`src/design/jfb64_pkg.sv`:
```
// ----------------------------------------------------------------------------
// jfb64_pkg
// shared types, character codes and the base64 sextet lookup for the
// json field base64 stream extractor
// ----------------------------------------------------------------------------
`default_nettype none

package jfb64_pkg;

	// decoded bytes per chunk
	localparam int unsigned CHUNK_BYTES = 4096;
	localparam int unsigned CNT_W       = $clog2(CHUNK_BYTES + 1);

	localparam int unsigned HIST_LEN = 10;
	localparam int unsigned MAX_RES  = 3;
	localparam int unsigned RES_W    = $clog2(MAX_RES + 1);
	localparam int unsigned GRP_LEN  = 3;

	// character codes
	localparam logic [7:0] CH_QUOTE  = 8'h22;
	localparam logic [7:0] CH_BSLASH = 8'h5c;
	localparam logic [7:0] CH_SLASH  = 8'h2f;
	localparam logic [7:0] CH_PLUS   = 8'h2b;
	localparam logic [7:0] CH_EQ     = 8'h3d;
	localparam logic [7:0] CH_SPACE  = 8'h20;
	localparam logic [7:0] CH_TAB    = 8'h09;
	localparam logic [7:0] CH_LF     = 8'h0a;
	localparam logic [7:0] CH_CR     = 8'h0d;
	localparam logic [7:0] CH_LOW_N  = 8'h6e;
	localparam logic [7:0] CH_LOW_R  = 8'h72;
	localparam logic [7:0] CH_LOW_T  = 8'h74;
	localparam logic [7:0] CH_UP_A   = 8'h41;
	localparam logic [7:0] CH_UP_Z   = 8'h5a;
	localparam logic [7:0] CH_LOW_A  = 8'h61;
	localparam logic [7:0] CH_LOW_Z  = 8'h7a;
	localparam logic [7:0] CH_DIG_0  = 8'h30;
	localparam logic [7:0] CH_DIG_9  = 8'h39;

	// key texts, first character in the top byte
	localparam logic [63:0] KEY_SHORT = "\"data\":\"";
	localparam logic [79:0] KEY_LONG  = "\"data\" : \"";

	typedef enum logic [1:0] {
		RK_BYTE   = 2'd0,
		RK_END_OK = 2'd1,
		RK_ERROR  = 2'd2
	} rkind_t;

	typedef enum logic [1:0] {
		EC_NONE       = 2'd0,
		EC_BAD_ESC    = 2'd1,
		EC_BAD_CHAR   = 2'd2,
		EC_INCOMPLETE = 2'd3
	} err_t;

	typedef struct packed {
		rkind_t     result_kind;
		logic [7:0] out_byte;
		logic       chunk_last;
		err_t       error_code;
		logic       run_last;
	} result_t;

	typedef struct packed {
		logic       ok;
		logic [5:0] value;
	} sextet_t;

	// base64 character to six-bit value; '=' maps to zero
	function automatic sextet_t sextet(input logic [7:0] ch);
		sextet_t s;
		s.ok    = 1'b1;
		s.value = 6'd0;
		if (ch >= CH_UP_A && ch <= CH_UP_Z) begin
			s.value = 6'(ch - CH_UP_A);
		end else if (ch >= CH_LOW_A && ch <= CH_LOW_Z) begin
			s.value = 6'(ch - CH_LOW_A + 8'd26);
		end else if (ch >= CH_DIG_0 && ch <= CH_DIG_9) begin
			s.value = 6'(ch - CH_DIG_0 + 8'd52);
		end else if (ch == CH_PLUS) begin
			s.value = 6'd62;
		end else if (ch == CH_SLASH) begin
			s.value = 6'd63;
		end else if (ch == CH_EQ) begin
			s.value = 6'd0;
		end else begin
			s.ok = 1'b0;
		end
		return s;
	endfunction

	function automatic result_t make_res(input rkind_t rk, input logic [7:0] b,
		input logic cl, input err_t ec, input logic last);
		result_t r;
		r.result_kind = rk;
		r.out_byte    = b;
		r.chunk_last  = cl;
		r.error_code  = ec;
		r.run_last    = last;
		return r;
	endfunction

endpackage

`default_nettype wire

```
`src/design/jfb64_if.sv`:
```
// ----------------------------------------------------------------------------
// jfb64 channel interfaces
// valid/ready channels for body bytes in and decoded results out
// ----------------------------------------------------------------------------
`default_nettype none

interface jfb64_body_if;
	logic       valid;
	logic       ready;
	logic       kind;
	logic [7:0] in_byte;

	modport source(output valid, output kind, output in_byte, input ready);
	modport sink(input valid, input kind, input in_byte, output ready);
endinterface

interface jfb64_result_if;
	logic       valid;
	logic       ready;
	logic [1:0] result_kind;
	logic [7:0] out_byte;
	logic       chunk_last;
	logic [1:0] error_code;
	logic       run_last;

	modport source(output valid, output result_kind, output out_byte, output chunk_last,
		output error_code, output run_last, input ready);
	modport sink(input valid, input result_kind, input out_byte, input chunk_last,
		input error_code, input run_last, output ready);
endinterface

`default_nettype wire

```
`src/design/json_field_base64_stream_extractor_core.sv`:
```
// a request accepted into the input register is decoded into the result register when
//   the bundle register is free, and its first result is then offered from there
// throughput: one request per cycle while results are taken; a closing base64 group
//   yields up to three bytes that drain one per ready cycle, holding the input meanwhile
// reset: arst_n clears the key history, field flags, group count, chunk count and
//   error state at once; the collected group characters are not reset
// ----------------------------------------------------------------------------
// json_field_base64_stream_extractor_core
// finds the "data" key in a response body, unescapes the string value and
// decodes its base64 characters into a byte stream with chunk marks
// ----------------------------------------------------------------------------
`default_nettype none

module json_field_base64_stream_extractor_core (
	input  logic             clk,
	input  logic             arst_n,
	jfb64_body_if.sink       body,
	jfb64_result_if.source   result
);
	import jfb64_pkg::*;

	// input register
	logic       valid_s1;
	logic       kind_s1;
	logic [7:0] byte_s1;

	// extractor state
	logic [HIST_LEN*8-1:0] hist_q, hist_d;
	logic                  in_field_q, in_field_d;
	logic                  field_done_q, field_done_d;
	logic                  esc_q, esc_d;
	logic [7:0]            gchar_q [GRP_LEN];
	logic [7:0]            gchar_d [GRP_LEN];
	logic [1:0]            gcount_q, gcount_d;
	logic [CNT_W-1:0]      chunk_q, chunk_d;
	err_t                  sticky_q, sticky_d;

	// result bundle: up to three results of one request, drained in order
	result_t          res_q [MAX_RES];
	result_t          res_d [MAX_RES];
	logic [RES_W-1:0] n_q, n_d;
	logic [RES_W-1:0] idx_q;

	logic    out_fire;
	logic    drain_last;
	logic    bundle_free;
	logic    adv;
	logic    in_fire;
	result_t cur;

	// ------------------------------------------------------------------------
	// handshake
	// ------------------------------------------------------------------------
	assign cur         = res_q[idx_q[1:0]];
	assign out_fire    = result.valid && result.ready;
	assign drain_last  = out_fire && (idx_q == n_q - RES_W'(1));
	// the bundle register can take the next request's results
	assign bundle_free = (n_q == '0) || drain_last;
	assign adv         = valid_s1 && bundle_free;
	assign body.ready  = !valid_s1 || adv;
	assign in_fire     = body.valid && body.ready;

	assign result.valid       = (n_q != '0);
	assign result.result_kind = cur.result_kind;
	assign result.out_byte    = cur.out_byte;
	assign result.chunk_last  = cur.chunk_last;
	assign result.error_code  = cur.error_code;
	assign result.run_last    = cur.run_last;

	always_ff @(posedge clk or negedge arst_n) begin
		if (!arst_n) begin
			valid_s1 <= 1'b0;
		end else if (in_fire) begin
			valid_s1 <= 1'b1;
		end else if (adv) begin
			valid_s1 <= 1'b0;
		end
	end

	always_ff @(posedge clk) begin
		if (in_fire) begin
			kind_s1 <= body.kind;
			byte_s1 <= body.in_byte;
		end
	end

	// ------------------------------------------------------------------------
	// request processing
	// ------------------------------------------------------------------------
	logic             as_char;
	logic             is_ws;
	logic             key_hit;
	sextet_t          sx;
	sextet_t          sx0, sx1, sx2;
	logic [23:0]      word;
	logic [1:0]       nbytes;
	logic [CNT_W-1:0] cnt;
	logic [CNT_W-1:0] cnt_inc;
	logic             cl;
	err_t             end_code;

	always_comb begin
		hist_d       = hist_q;
		in_field_d   = in_field_q;
		field_done_d = field_done_q;
		esc_d        = esc_q;
		gchar_d      = gchar_q;
		gcount_d     = gcount_q;
		chunk_d      = chunk_q;
		sticky_d     = sticky_q;
		for (int i = 0; i < MAX_RES; i++) begin
			res_d[i] = make_res(RK_BYTE, 8'h00, 1'b0, EC_NONE, 1'b0);
		end
		n_d      = '0;
		as_char  = 1'b0;
		key_hit  = 1'b0;
		end_code = sticky_q;
		cnt      = chunk_q;
		cnt_inc  = '0;
		cl       = 1'b0;
		sx       = sextet(byte_s1);
		sx0      = sextet(gchar_q[0]);
		sx1      = sextet(gchar_q[1]);
		sx2      = sextet(gchar_q[2]);
		word     = {sx0.value, sx1.value, sx2.value, sx.value};
		nbytes   = (gchar_q[2] == CH_EQ) ? 2'd1 : (byte_s1 == CH_EQ) ? 2'd2 : 2'd3;
		is_ws    = (byte_s1 == CH_CR) || (byte_s1 == CH_LF) ||
			(byte_s1 == CH_SPACE) || (byte_s1 == CH_TAB);

		if (kind_s1) begin
			// end of response: report and return to reset
			if (sticky_q == EC_NONE && (gcount_q != 2'd0 || in_field_q || !field_done_q)) begin
				end_code = EC_INCOMPLETE;
			end
			res_d[0] = make_res((end_code != EC_NONE) ? RK_ERROR : RK_END_OK, 8'h00, 1'b0,
				end_code, 1'b1);
			n_d          = RES_W'(1);
			hist_d       = '0;
			in_field_d   = 1'b0;
			field_done_d = 1'b0;
			esc_d        = 1'b0;
			gcount_d     = 2'd0;
			chunk_d      = '0;
			sticky_d     = EC_NONE;
		end else if (sticky_q == EC_NONE && !field_done_q) begin
			if (!in_field_q) begin
				// key search over the newest ten bytes
				hist_d  = {hist_q[HIST_LEN*8-9:0], byte_s1};
				key_hit = (hist_d[63:0] == KEY_SHORT) || (hist_d == KEY_LONG);
				if (key_hit) begin
					in_field_d = 1'b1;
				end
			end else if (esc_q) begin
				esc_d = 1'b0;
				if (byte_s1 == CH_LOW_N || byte_s1 == CH_LOW_R || byte_s1 == CH_LOW_T) begin
					as_char = 1'b0;
				end else if (byte_s1 != CH_SLASH) begin
					sticky_d = EC_BAD_ESC;
					res_d[0] = make_res(RK_ERROR, 8'h00, 1'b0, EC_BAD_ESC, 1'b1);
					n_d      = RES_W'(1);
				end else begin
					// escaped slash counts as a base64 character
					as_char = 1'b1;
				end
			end else if (byte_s1 == CH_BSLASH) begin
				esc_d = 1'b1;
			end else if (byte_s1 == CH_QUOTE) begin
				in_field_d   = 1'b0;
				field_done_d = 1'b1;
			end else begin
				as_char = 1'b1;
			end

			if (as_char && !is_ws) begin
				if (!sx.ok || (byte_s1 == CH_EQ && gcount_q < 2'd2) ||
					(gcount_q == 2'd3 && gchar_q[2] == CH_EQ && byte_s1 != CH_EQ)) begin
					// bad character or misplaced padding
					sticky_d = EC_BAD_CHAR;
					res_d[0] = make_res(RK_ERROR, 8'h00, 1'b0, EC_BAD_CHAR, 1'b1);
					n_d      = RES_W'(1);
				end else if (gcount_q < 2'd3) begin
					gchar_d[gcount_q] = byte_s1;
					gcount_d          = gcount_q + 2'd1;
				end else begin
					// group complete: emit its bytes with chunk marks
					gcount_d = 2'd0;
					n_d      = RES_W'(nbytes);
					for (int i = 0; i < MAX_RES; i++) begin
						if (2'(i) < nbytes) begin
							cnt_inc = cnt + CNT_W'(1);
							cl      = (cnt_inc >= CNT_W'(CHUNK_BYTES));
							cnt     = cl ? '0 : cnt_inc;
							res_d[i] = make_res(RK_BYTE, word[8*(MAX_RES-1-i) +: 8], cl,
								EC_NONE, (2'(i) == nbytes - 2'd1));
						end
					end
					chunk_d = cnt;
				end
			end
		end
	end

	// ------------------------------------------------------------------------
	// state and result registers
	// ------------------------------------------------------------------------
	always_ff @(posedge clk or negedge arst_n) begin
		if (!arst_n) begin
			hist_q       <= '0;
			in_field_q   <= 1'b0;
			field_done_q <= 1'b0;
			esc_q        <= 1'b0;
			gcount_q     <= 2'd0;
			chunk_q      <= '0;
			sticky_q     <= EC_NONE;
		end else if (adv) begin
			hist_q       <= hist_d;
			in_field_q   <= in_field_d;
			field_done_q <= field_done_d;
			esc_q        <= esc_d;
			gcount_q     <= gcount_d;
			chunk_q      <= chunk_d;
			sticky_q     <= sticky_d;
		end
	end

	// group characters carry no reset
	always_ff @(posedge clk) begin
		if (adv) begin
			gchar_q <= gchar_d;
		end
	end

	always_ff @(posedge clk or negedge arst_n) begin
		if (!arst_n) begin
			n_q   <= '0;
			idx_q <= '0;
		end else if (adv) begin
			n_q   <= n_d;
			idx_q <= '0;
		end else if (drain_last) begin
			n_q   <= '0;
			idx_q <= '0;
		end else if (out_fire) begin
			idx_q <= idx_q + RES_W'(1);
		end
	end

	always_ff @(posedge clk) begin
		if (adv) begin
			res_q <= res_d;
		end
	end

	// ------------------------------------------------------------------------
	// checks
	// ------------------------------------------------------------------------
`ifndef SYNTH
	// drain index stays inside the bundle
	a_idx_in_bundle: assert property (@(posedge clk) disable iff (!arst_n)
		result.valid |-> (idx_q < n_q))
		else $error("result index beyond bundle");

	// an end request leaves clean state and exactly one result
	a_end_clears: assert property (@(posedge clk) disable iff (!arst_n)
		(adv && kind_s1) |=> (!in_field_q && !field_done_q && gcount_q == 2'd0 &&
			sticky_q == EC_NONE && n_q == RES_W'(1)))
		else $error("end request did not clear state");

	// body bytes after an error produce nothing
	a_err_silent: assert property (@(posedge clk) disable iff (!arst_n)
		(adv && !kind_s1 && sticky_q != EC_NONE) |=> (n_q == '0))
		else $error("result after sticky error");
`endif

endmodule

`default_nettype wire
```
`src/flat_wrapper.sv`:
```
// flat-port wrapper written by rule: the top's interface ports become plain ports
module json_field_base64_stream_extractor_core_flat import jfb64_pkg::*;
  (clk, arst_n, body_valid, body_kind, body_in_byte, body_ready, result_valid, result_result_kind, result_out_byte, result_chunk_last, result_error_code, result_run_last, result_ready);
  jfb64_body_if body_i ();
  jfb64_result_if result_i ();
  input  logic clk;
  input  logic arst_n;
  input wire logic [$bits(body_i.valid)-1:0] body_valid;
  input wire logic [$bits(body_i.kind)-1:0] body_kind;
  input wire logic [$bits(body_i.in_byte)-1:0] body_in_byte;
  output wire logic [$bits(body_i.ready)-1:0] body_ready;
  output wire logic [$bits(result_i.valid)-1:0] result_valid;
  output wire logic [$bits(result_i.result_kind)-1:0] result_result_kind;
  output wire logic [$bits(result_i.out_byte)-1:0] result_out_byte;
  output wire logic [$bits(result_i.chunk_last)-1:0] result_chunk_last;
  output wire logic [$bits(result_i.error_code)-1:0] result_error_code;
  output wire logic [$bits(result_i.run_last)-1:0] result_run_last;
  input wire logic [$bits(result_i.ready)-1:0] result_ready;
  assign body_i.valid = body_valid;
  assign body_i.kind = body_kind;
  assign body_i.in_byte = body_in_byte;
  assign body_ready = body_i.ready;
  assign result_valid = result_i.valid;
  assign result_result_kind = result_i.result_kind;
  assign result_out_byte = result_i.out_byte;
  assign result_chunk_last = result_i.chunk_last;
  assign result_error_code = result_i.error_code;
  assign result_run_last = result_i.run_last;
  assign result_i.ready = result_ready;
  json_field_base64_stream_extractor_core u_core (.clk(clk), .arst_n(arst_n), .body(body_i), .result(result_i));
endmodule
```
`config.mk`:
```
export PLATFORM = sky130hd
export DESIGN_NAME = json_field_base64_stream_extractor_core_flat
export DESIGN_NICKNAME = d
export VERILOG_FILES = /design/src/design/jfb64_pkg.sv /design/src/design/jfb64_if.sv /design/src/design/json_field_base64_stream_extractor_core.sv /design/src/flat_wrapper.sv
export SDC_FILE = /design/constraint.sdc
export NUM_CORES = 1
export LEC_CHECK = 0
export ABC_AREA = 0
export BUFFER_PORTS_ARGS = -buffer_cell sky130_fd_sc_hd__buf_2
export CAP_MARGIN = 0
export CORE_MARGIN = 4
export CORE_UTILIZATION = 39
export CTS_CLUSTER_DIAMETER = 60
export DETAILED_ROUTE_END_ITERATION = 7
export PLACE_DENSITY_LB_ADDON = 0.25
export RECOVER_POWER = 25
export SYNTH_ARGS = -nofsm -noshare
export SYNTH_HDL_FRONTEND = slang
export SYNTH_SLANG_ARGS = --single-unit
```
`constraint.sdc`:
```
create_clock -name clk -period 5.53 [get_ports clk]
set_input_delay 0.2765 -clock clk [delete_from_list [all_inputs] [get_ports clk]]
set_output_delay 0.2765 -clock clk [all_outputs]
set_load 0.05 [all_outputs]
```
; ---- After elaboration in Yosys (flattened, before gate mapping)
; Cells that the tools add are included.
[word_totals]
out_inout_bits = 16
elab_cells = 323
in_bits = 13
reg_bits = 172
[op_classes]
muxes = 128
eq_ne = 32
add_sub_neg = 27
order_cmp = 35
n_bitwise = 8
reduce_logical = 63
[op_table]
columns = op, count
row1 = two-way mux 13 bit, 21
row2 = two-way mux 72 bit, 3
row3 = two-way mux 14 bit, 9
row4 = two-way mux 42 bit, 3
row5 = two-way mux 6 bit, 20
row6 = equality test 8 x 6 -> 1 bit (second input constant), 12
row7 = equality test 80 x 78 -> 1 bit (second input constant), 1
row8 = equality test 64 x 62 -> 1 bit (second input constant), 1
row9 = greater-or-equal comparator 8 x 7 -> 1 bit (second input constant), 8
row10 = <= comparator 8 x 7 -> 1 bit (second input constant), 8
row11 = two-way mux 2 bit, 30
row12 = subtractor 6 bit (second input constant), 8
row13 = adder 13 x 1 -> 13 bit (second input constant), 3
row14 = greater-or-equal comparator 13 bit (second input constant), 3
row15 = two-way mux 1 bit, 35
row16 = equality test 8 x 7 -> 1 bit (second input constant), 4
row17 = greater-or-equal comparator 8 x 6 -> 1 bit (second input constant), 4
row18 = <= comparator 8 x 6 -> 1 bit (second input constant), 4
row19 = binary-select mux 14 bit (select 2 bit), 1
row20 = two-way mux 28 bit, 1
row21 = adder 6 x 5 -> 6 bit (second input constant), 4
row22 = adder 6 bit (second input constant), 4
row23 = bitwise mux 24 bit, 1
row24 = equality test 8 x 4 -> 1 bit (second input constant), 3
row25 = 33 further kinds, 102

; ---- Logic depth before layout (Yosys ltp)
[logic_depth]
depth_word = 32
mapped_depth = 19

; ---- Worst setup path before layout
; Ideal clock, no wire load.
[synth_timing]
path_kind = register to register
startpoint = register u_core.chunk_q[1]
endpoint = register u_core.chunk_q[7]
t_required_ns = 5.464
setup_ns = 0.066
synth_period_minus_slack_ns = 3.846
slack_ns = 1.684
stages_incl_launch_ff = 17
arrival_time_ns = 3.781
cell_sequence = dfrtp_1 -> ha_1 -> buf_2 -> nand4_1 -> xor2_1 -> buf_2 -> and2_1 -> ha_1 -> clkbuf_1 -> o211ai_2 -> nor4_2 -> and3_1 -> nor3_1 -> ha_1 -> o2111a_1 -> a311oi_2 -> a31o_1
[synth_via]
elab_chain_len = 27
[synth_lines]
columns = item, line_no
row1 = from (decl), json_field_base64_stream_extractor_core.sv:35  ; logic [CNT_W-1:0] chunk_q, chunk_d;
row2 = from (signal assigned), json_field_base64_stream_extractor_core.sv:221  ; chunk_q <= chunk_d;
row3 = adder 13 x 1 -> 13 bit, json_field_base64_stream_extractor_core.sv:190  ; cnt_inc = cnt + CNT_W'(1);
row4 = greater-or-equal comparator 13 bit, json_field_base64_stream_extractor_core.sv:191  ; cl = (cnt_inc >= CNT_W'(CHUNK_BYTES));
row5 = two-way mux 13 bit, json_field_base64_stream_extractor_core.sv:192  ; cnt = cl ? '0 : cnt_inc;
row6 = two-way mux 13 bit (*), json_field_base64_stream_extractor_core.sv:189  ; if (2'(i) < nbytes) begin
row7 = two-way mux 13 bit (*), json_field_base64_stream_extractor_core.sv:181  ; end else if (gcount_q < 2'd3) begin
row8 = two-way mux 13 bit (*), json_field_base64_stream_extractor_core.sv:175  ; if (!sx.ok || (byte_s1 == CH_EQ && gcount_q < 2'd2) ||
row9 = two-way mux 13 bit (*), json_field_base64_stream_extractor_core.sv:174  ; if (as_char && !is_ws) begin
row10 = two-way mux 13 bit (*), json_field_base64_stream_extractor_core.sv:145  ; end else if (sticky_q == EC_NONE && !field_done_q) begin
row11 = [... 11 more ...], n/a
row12 = greater-or-equal comparator 13 bit, json_field_base64_stream_extractor_core.sv:191
row13 = two-way mux 13 bit, json_field_base64_stream_extractor_core.sv:192
row14 = two-way mux 13 bit (*), json_field_base64_stream_extractor_core.sv:189
row15 = two-way mux 13 bit (*), json_field_base64_stream_extractor_core.sv:181
row16 = two-way mux 13 bit (*), json_field_base64_stream_extractor_core.sv:175
row17 = two-way mux 13 bit (*), json_field_base64_stream_extractor_core.sv:174
row18 = two-way mux 13 bit (*), json_field_base64_stream_extractor_core.sv:145
row19 = two-way mux 13 bit (*), json_field_base64_stream_extractor_core.sv:130  ; if (kind_s1) begin
; Mark *: on every way between the ends. The rest lies on a longest branch, timed or not. The select of a mux whose other input is x is not followed.
; A chain may end at the register's enable or synchronous reset.

; ---- Worst setup path in the final report
[layout_timing]
startpoint = register u_core.chunk_q[0]
endpoint = register u_core.chunk_q[7]
; The elaborated chain is that of the path after synthesis.

==> impl_metrics.env <==
export IMPL_clk_latency_ns=0.43
export IMPL_antenna_cells_inserted=0
export IMPL_finish_cell_count_without_fillers=1280
export IMPL_synth_seq_area_share=0.464
export IMPL_worst_clock_skew_ns=0.0148
export IMPL_crit_reg2reg_launch="u_core.chunk_q[0]$_DFFE_PN0P_"
export IMPL_relSlewSlack=-0.944
export IMPL_hold_ws_ns=0.0238
export IMPL_power_density_mw_per_mm2=366
export IMPL_yosys_most_used_dff="dfrtp_1"
export IMPL_hold_path_cell_count=1
export IMPL_ant_nets=0
export IMPL_ys_types=87
export IMPL_cts_clk_pin_slew_worst_paths_ns=0.06
export IMPL_min_delay_worst_endpoint="u_core.byte_s1[6]$_DFFE_PP_"
export IMPL_synth_area_top_cells="dfrtp_1, edfxtp_1, a22o_1"
export IMPL_timing_final_ws_setup_ns=0.864
export IMPL_worst_r2r_path_depth=15
export IMPL_drc=0
export IMPL_worstSetupPathType="reg2reg"
export IMPL_synth_edf_count=67
export IMPL_holdCritPathClass="in2reg"
export IMPL_synthesis_nets=987
export IMPL_final_max_slew_violation_count=50
export IMPL_place_area_mm2=0.00999
export IMPL_worstMarginPinSlew_ns=2.92
export IMPL_report_power_total_mw=3.86
export IMPL_postCtsResizedCells=0
export IMPL_cp_data_arrival_time_ns=5.03
export IMPL_antenna_found_initial=0
export IMPL_grt_start_max_net_pins=73
export IMPL_vias_in_the_first_global_route=7014
export IMPL_detailedRoute_firstIterationViolations=559
export IMPL_grt_util_all_layers=0.171
export IMPL_global_route_wire_length_before_repair_um=37200
export IMPL_highest_signal_layer="met4"
export IMPL_timing_critical_path_to_type="flip-flop"
export IMPL_die_area_mm2=0.0271
export IMPL_via_count=7234
export IMPL_place_gp_congestion=0.908
export IMPL_synth_most_common_cell="dfrtp_1"
export IMPL_dr_wl_met3_um=958
export IMPL_hold_path_startpoint="body_in_byte[6]"
export IMPL_run_status="complete, but fails checks"
export IMPL_synthCells=936
export IMPL_yosysWarningCount=0
export IMPL_synthesis_area_per_instance_um2=10.2
export IMPL_ctsLongestPathBuffers=2
export IMPL_violations="max-capacitance violations, max-slew violations"
export IMPL_kind_of_launch_point_of_the_worst_setup_path="flip-flop"
export IMPL_clock_fmax_ghz=0.214
export IMPL_dpl_hpwl_um=15600
export IMPL_clock_tree_htree_level_count=4
export IMPL_timing_reg2reg_setup_slack_ns=0.86
export IMPL_setup_repair_after_global_routing_missed_its_margin="false"
export IMPL_floorplan_die_height_um=165
export IMPL_tns_ns=0
export IMPL_core_area_mm2=0.0242
export IMPL_post_cts_setup_buffer_count=0
export IMPL_post_cts_hold_buffer_count=1
export IMPL_met2_wirelength_um=10000
export IMPL_synth_largest_area_cell="dfrtp_1"
export IMPL_routed_wire_length_per_instance_um=17.6
export IMPL_synth_ff_latch_count=164
export IMPL_worst_path_fanout_max=16
export IMPL_wirelength_um=22500
export IMPL_place_ws_ns=0.975
export IMPL_synth_adder_area_share=0.0497
export IMPL_die_width_um=165
export IMPL_synth_compound_area_share=0.203
export IMPL_final_period_utilization=0.844
export IMPL_syn_cell_area_mm2=0.00957
export IMPL_netlist_top_cells_count="dfrtp_1, nand2_1, a22o_1"
export IMPL_yosys_area_share_simple=0.185
export IMPL_io_buffer_count=28
export IMPL_global_route_overflow_total=0
export IMPL_cts_tree="built"
export IMPL_initial_core_util=0.395
export IMPL_cp_data_required_time_ns=5.89
export IMPL_netlist_area_leader_share=0.254
export IMPL_route_detailed_vias_per_inst=5.65
export IMPL_dp_cells=1247
export IMPL_number_of_top_level_pins=29
export IMPL_fin_util=0.435
export IMPL_synth_xor_xnor_area_share=0.0438
export IMPL_async_reset_ff_frac=0.591
export IMPL_ir_worst_vdd_mv=0.303
export IMPL_areaGrowthSynthToFinish_pct=10.2
export IMPL_num_nets_final=994
export IMPL_hold_viol=0
export IMPL_timing_rr_end="u_core.chunk_q[7]$_DFFE_PN0P_"
export IMPL_num_rows=57
export IMPL_dominant_combinational_cell_family_by_area_after_synthesis="compound AO/OA/AOI/OAI gates"
export IMPL_share_of_post_route_cells_with_drive_strength_above_1=0.0941
export IMPL_setup_violations=0
export IMPL_mux_share_of_post_synthesis_cell_area=0.0201
export IMPL_cts_root_buffer="clkbuf_16"
export IMPL_wl_met1_um=11200
export IMPL_drt_first_pass_iters=5
export IMPL_final_critical_period_ns=4.67
export IMPL_power_leakage_nw=4.15
export IMPL_clock_buffer_count_from_cts=17
export IMPL_tritoncts_num_sinks=164
export IMPL_finalInstanceArea_mm2=0.0105
export IMPL_max_cap_viol_count=1
power by group:
group	internal [mW]	total (mW)	leakage [nW]	switching [mW]
Combinational	0.295	1.00	1.90	0.708
Clock	0.626	1.12	0.270	0.498
Sequential	1.51	1.73	1.98	0.216
Total	2.43	3.86	4.15	1.42
registers in the layout, summed over array words and instances, names as in the netlist:
register and cells:
u_core.kind_s1 1, u_core.res_q 34, u_core.in_field_q 1, u_core.sticky_q 2, u_core.byte_s1 8, u_core.hist_q 72
u_core.esc_q 1, u_core.chunk_q 13, u_core.valid_s1 1, u_core.field_done_q 1, u_core.gchar_q 24, u_core.n_q 2
u_core.idx_q 2, u_core.gcount_q 2
layer usage:
metal  vias to the layer above  track usage
met5                         -            0
met4                         0       0.0491
met3                        25       0.0280
met2                       177        0.258
met1                      3508        0.255
li1                       3524            -
cell type report:
type	count	area [um^2]
flip-flops and latches	164	4440
multi-input cells	687	4810
clock inverters	13	123
well taps	324	405
inverters	36	135
repair buffers	37	201
fillers	2307	13700
clock buffers	19	433
worst max path at each step:
stage	startpoint	depth (start not counted)	to
floorplan	u_core.chunk_q[1]$_DFFE_PN0P_	16	u_core.chunk_q[7]$_DFFE_PN0P_
global placement	u_core.chunk_q[0]$_DFFE_PN0P_	15	u_core.chunk_q[7]$_DFFE_PN0P_
detailed placement	u_core.chunk_q[0]$_DFFE_PN0P_	15	u_core.chunk_q[7]$_DFFE_PN0P_
CTS	u_core.chunk_q[0]$_DFFE_PN0P_	15	u_core.chunk_q[7]$_DFFE_PN0P_
global route	u_core.chunk_q[0]$_DFFE_PN0P_	15	u_core.chunk_q[7]$_DFFE_PN0P_
finish	u_core.chunk_q[0]$_DFFE_PN0P_	15	u_core.chunk_q[7]$_DFFE_PN0P_
logic make-up after synthesis:
family / after synthesis
flops: 164
buf+inv: 85
simple gates: 320
fa+ha+maj: 38
compound gates: 263
xor+xnor: 47
mux: 19
critical path: stages (launching register included):
cell and delay (ns):
dfrtp_1 0.55, ha_1 0.58, nand4_1 0.27, xor2_1 0.21
buf_4 0.23, nand2b_1 0.15, inv_1 0.13, ha_1 0.36
o211ai_2 0.24, nor4_2 0.38, and3_1 0.34, nor3_1 0.09
ha_1 0.23, o2111a_1 0.20, a311oi_2 0.43, a31o_1 0.20
cells in the final DEF (no fill, tap or decap), types with 7 or more instances in the layout:
cell type / instances
o22ai_1: 8
inv_1: 35
nor2_1: 67
a21oi_1: 48
nand2_1: 83
nand4_1: 13
and2_1: 16
clkbuf_16: 17
a211oi_1: 7
nor3_1: 17
nor2b_1: 10
o21ai_0: 40
edfxtp_1: 67
buf_2: 26
nand2b_1: 12
nor4_1: 11
xor2_1: 18
and3_1: 8
dfrtp_1: 97
nand3_1: 21
a31oi_1: 12
a22o_1: 80
mux2i_1: 17
ha_1: 38
nor4b_1: 12
o21ai_1: 7
xnor2_1: 28
(Power assumes the default switching activity.)
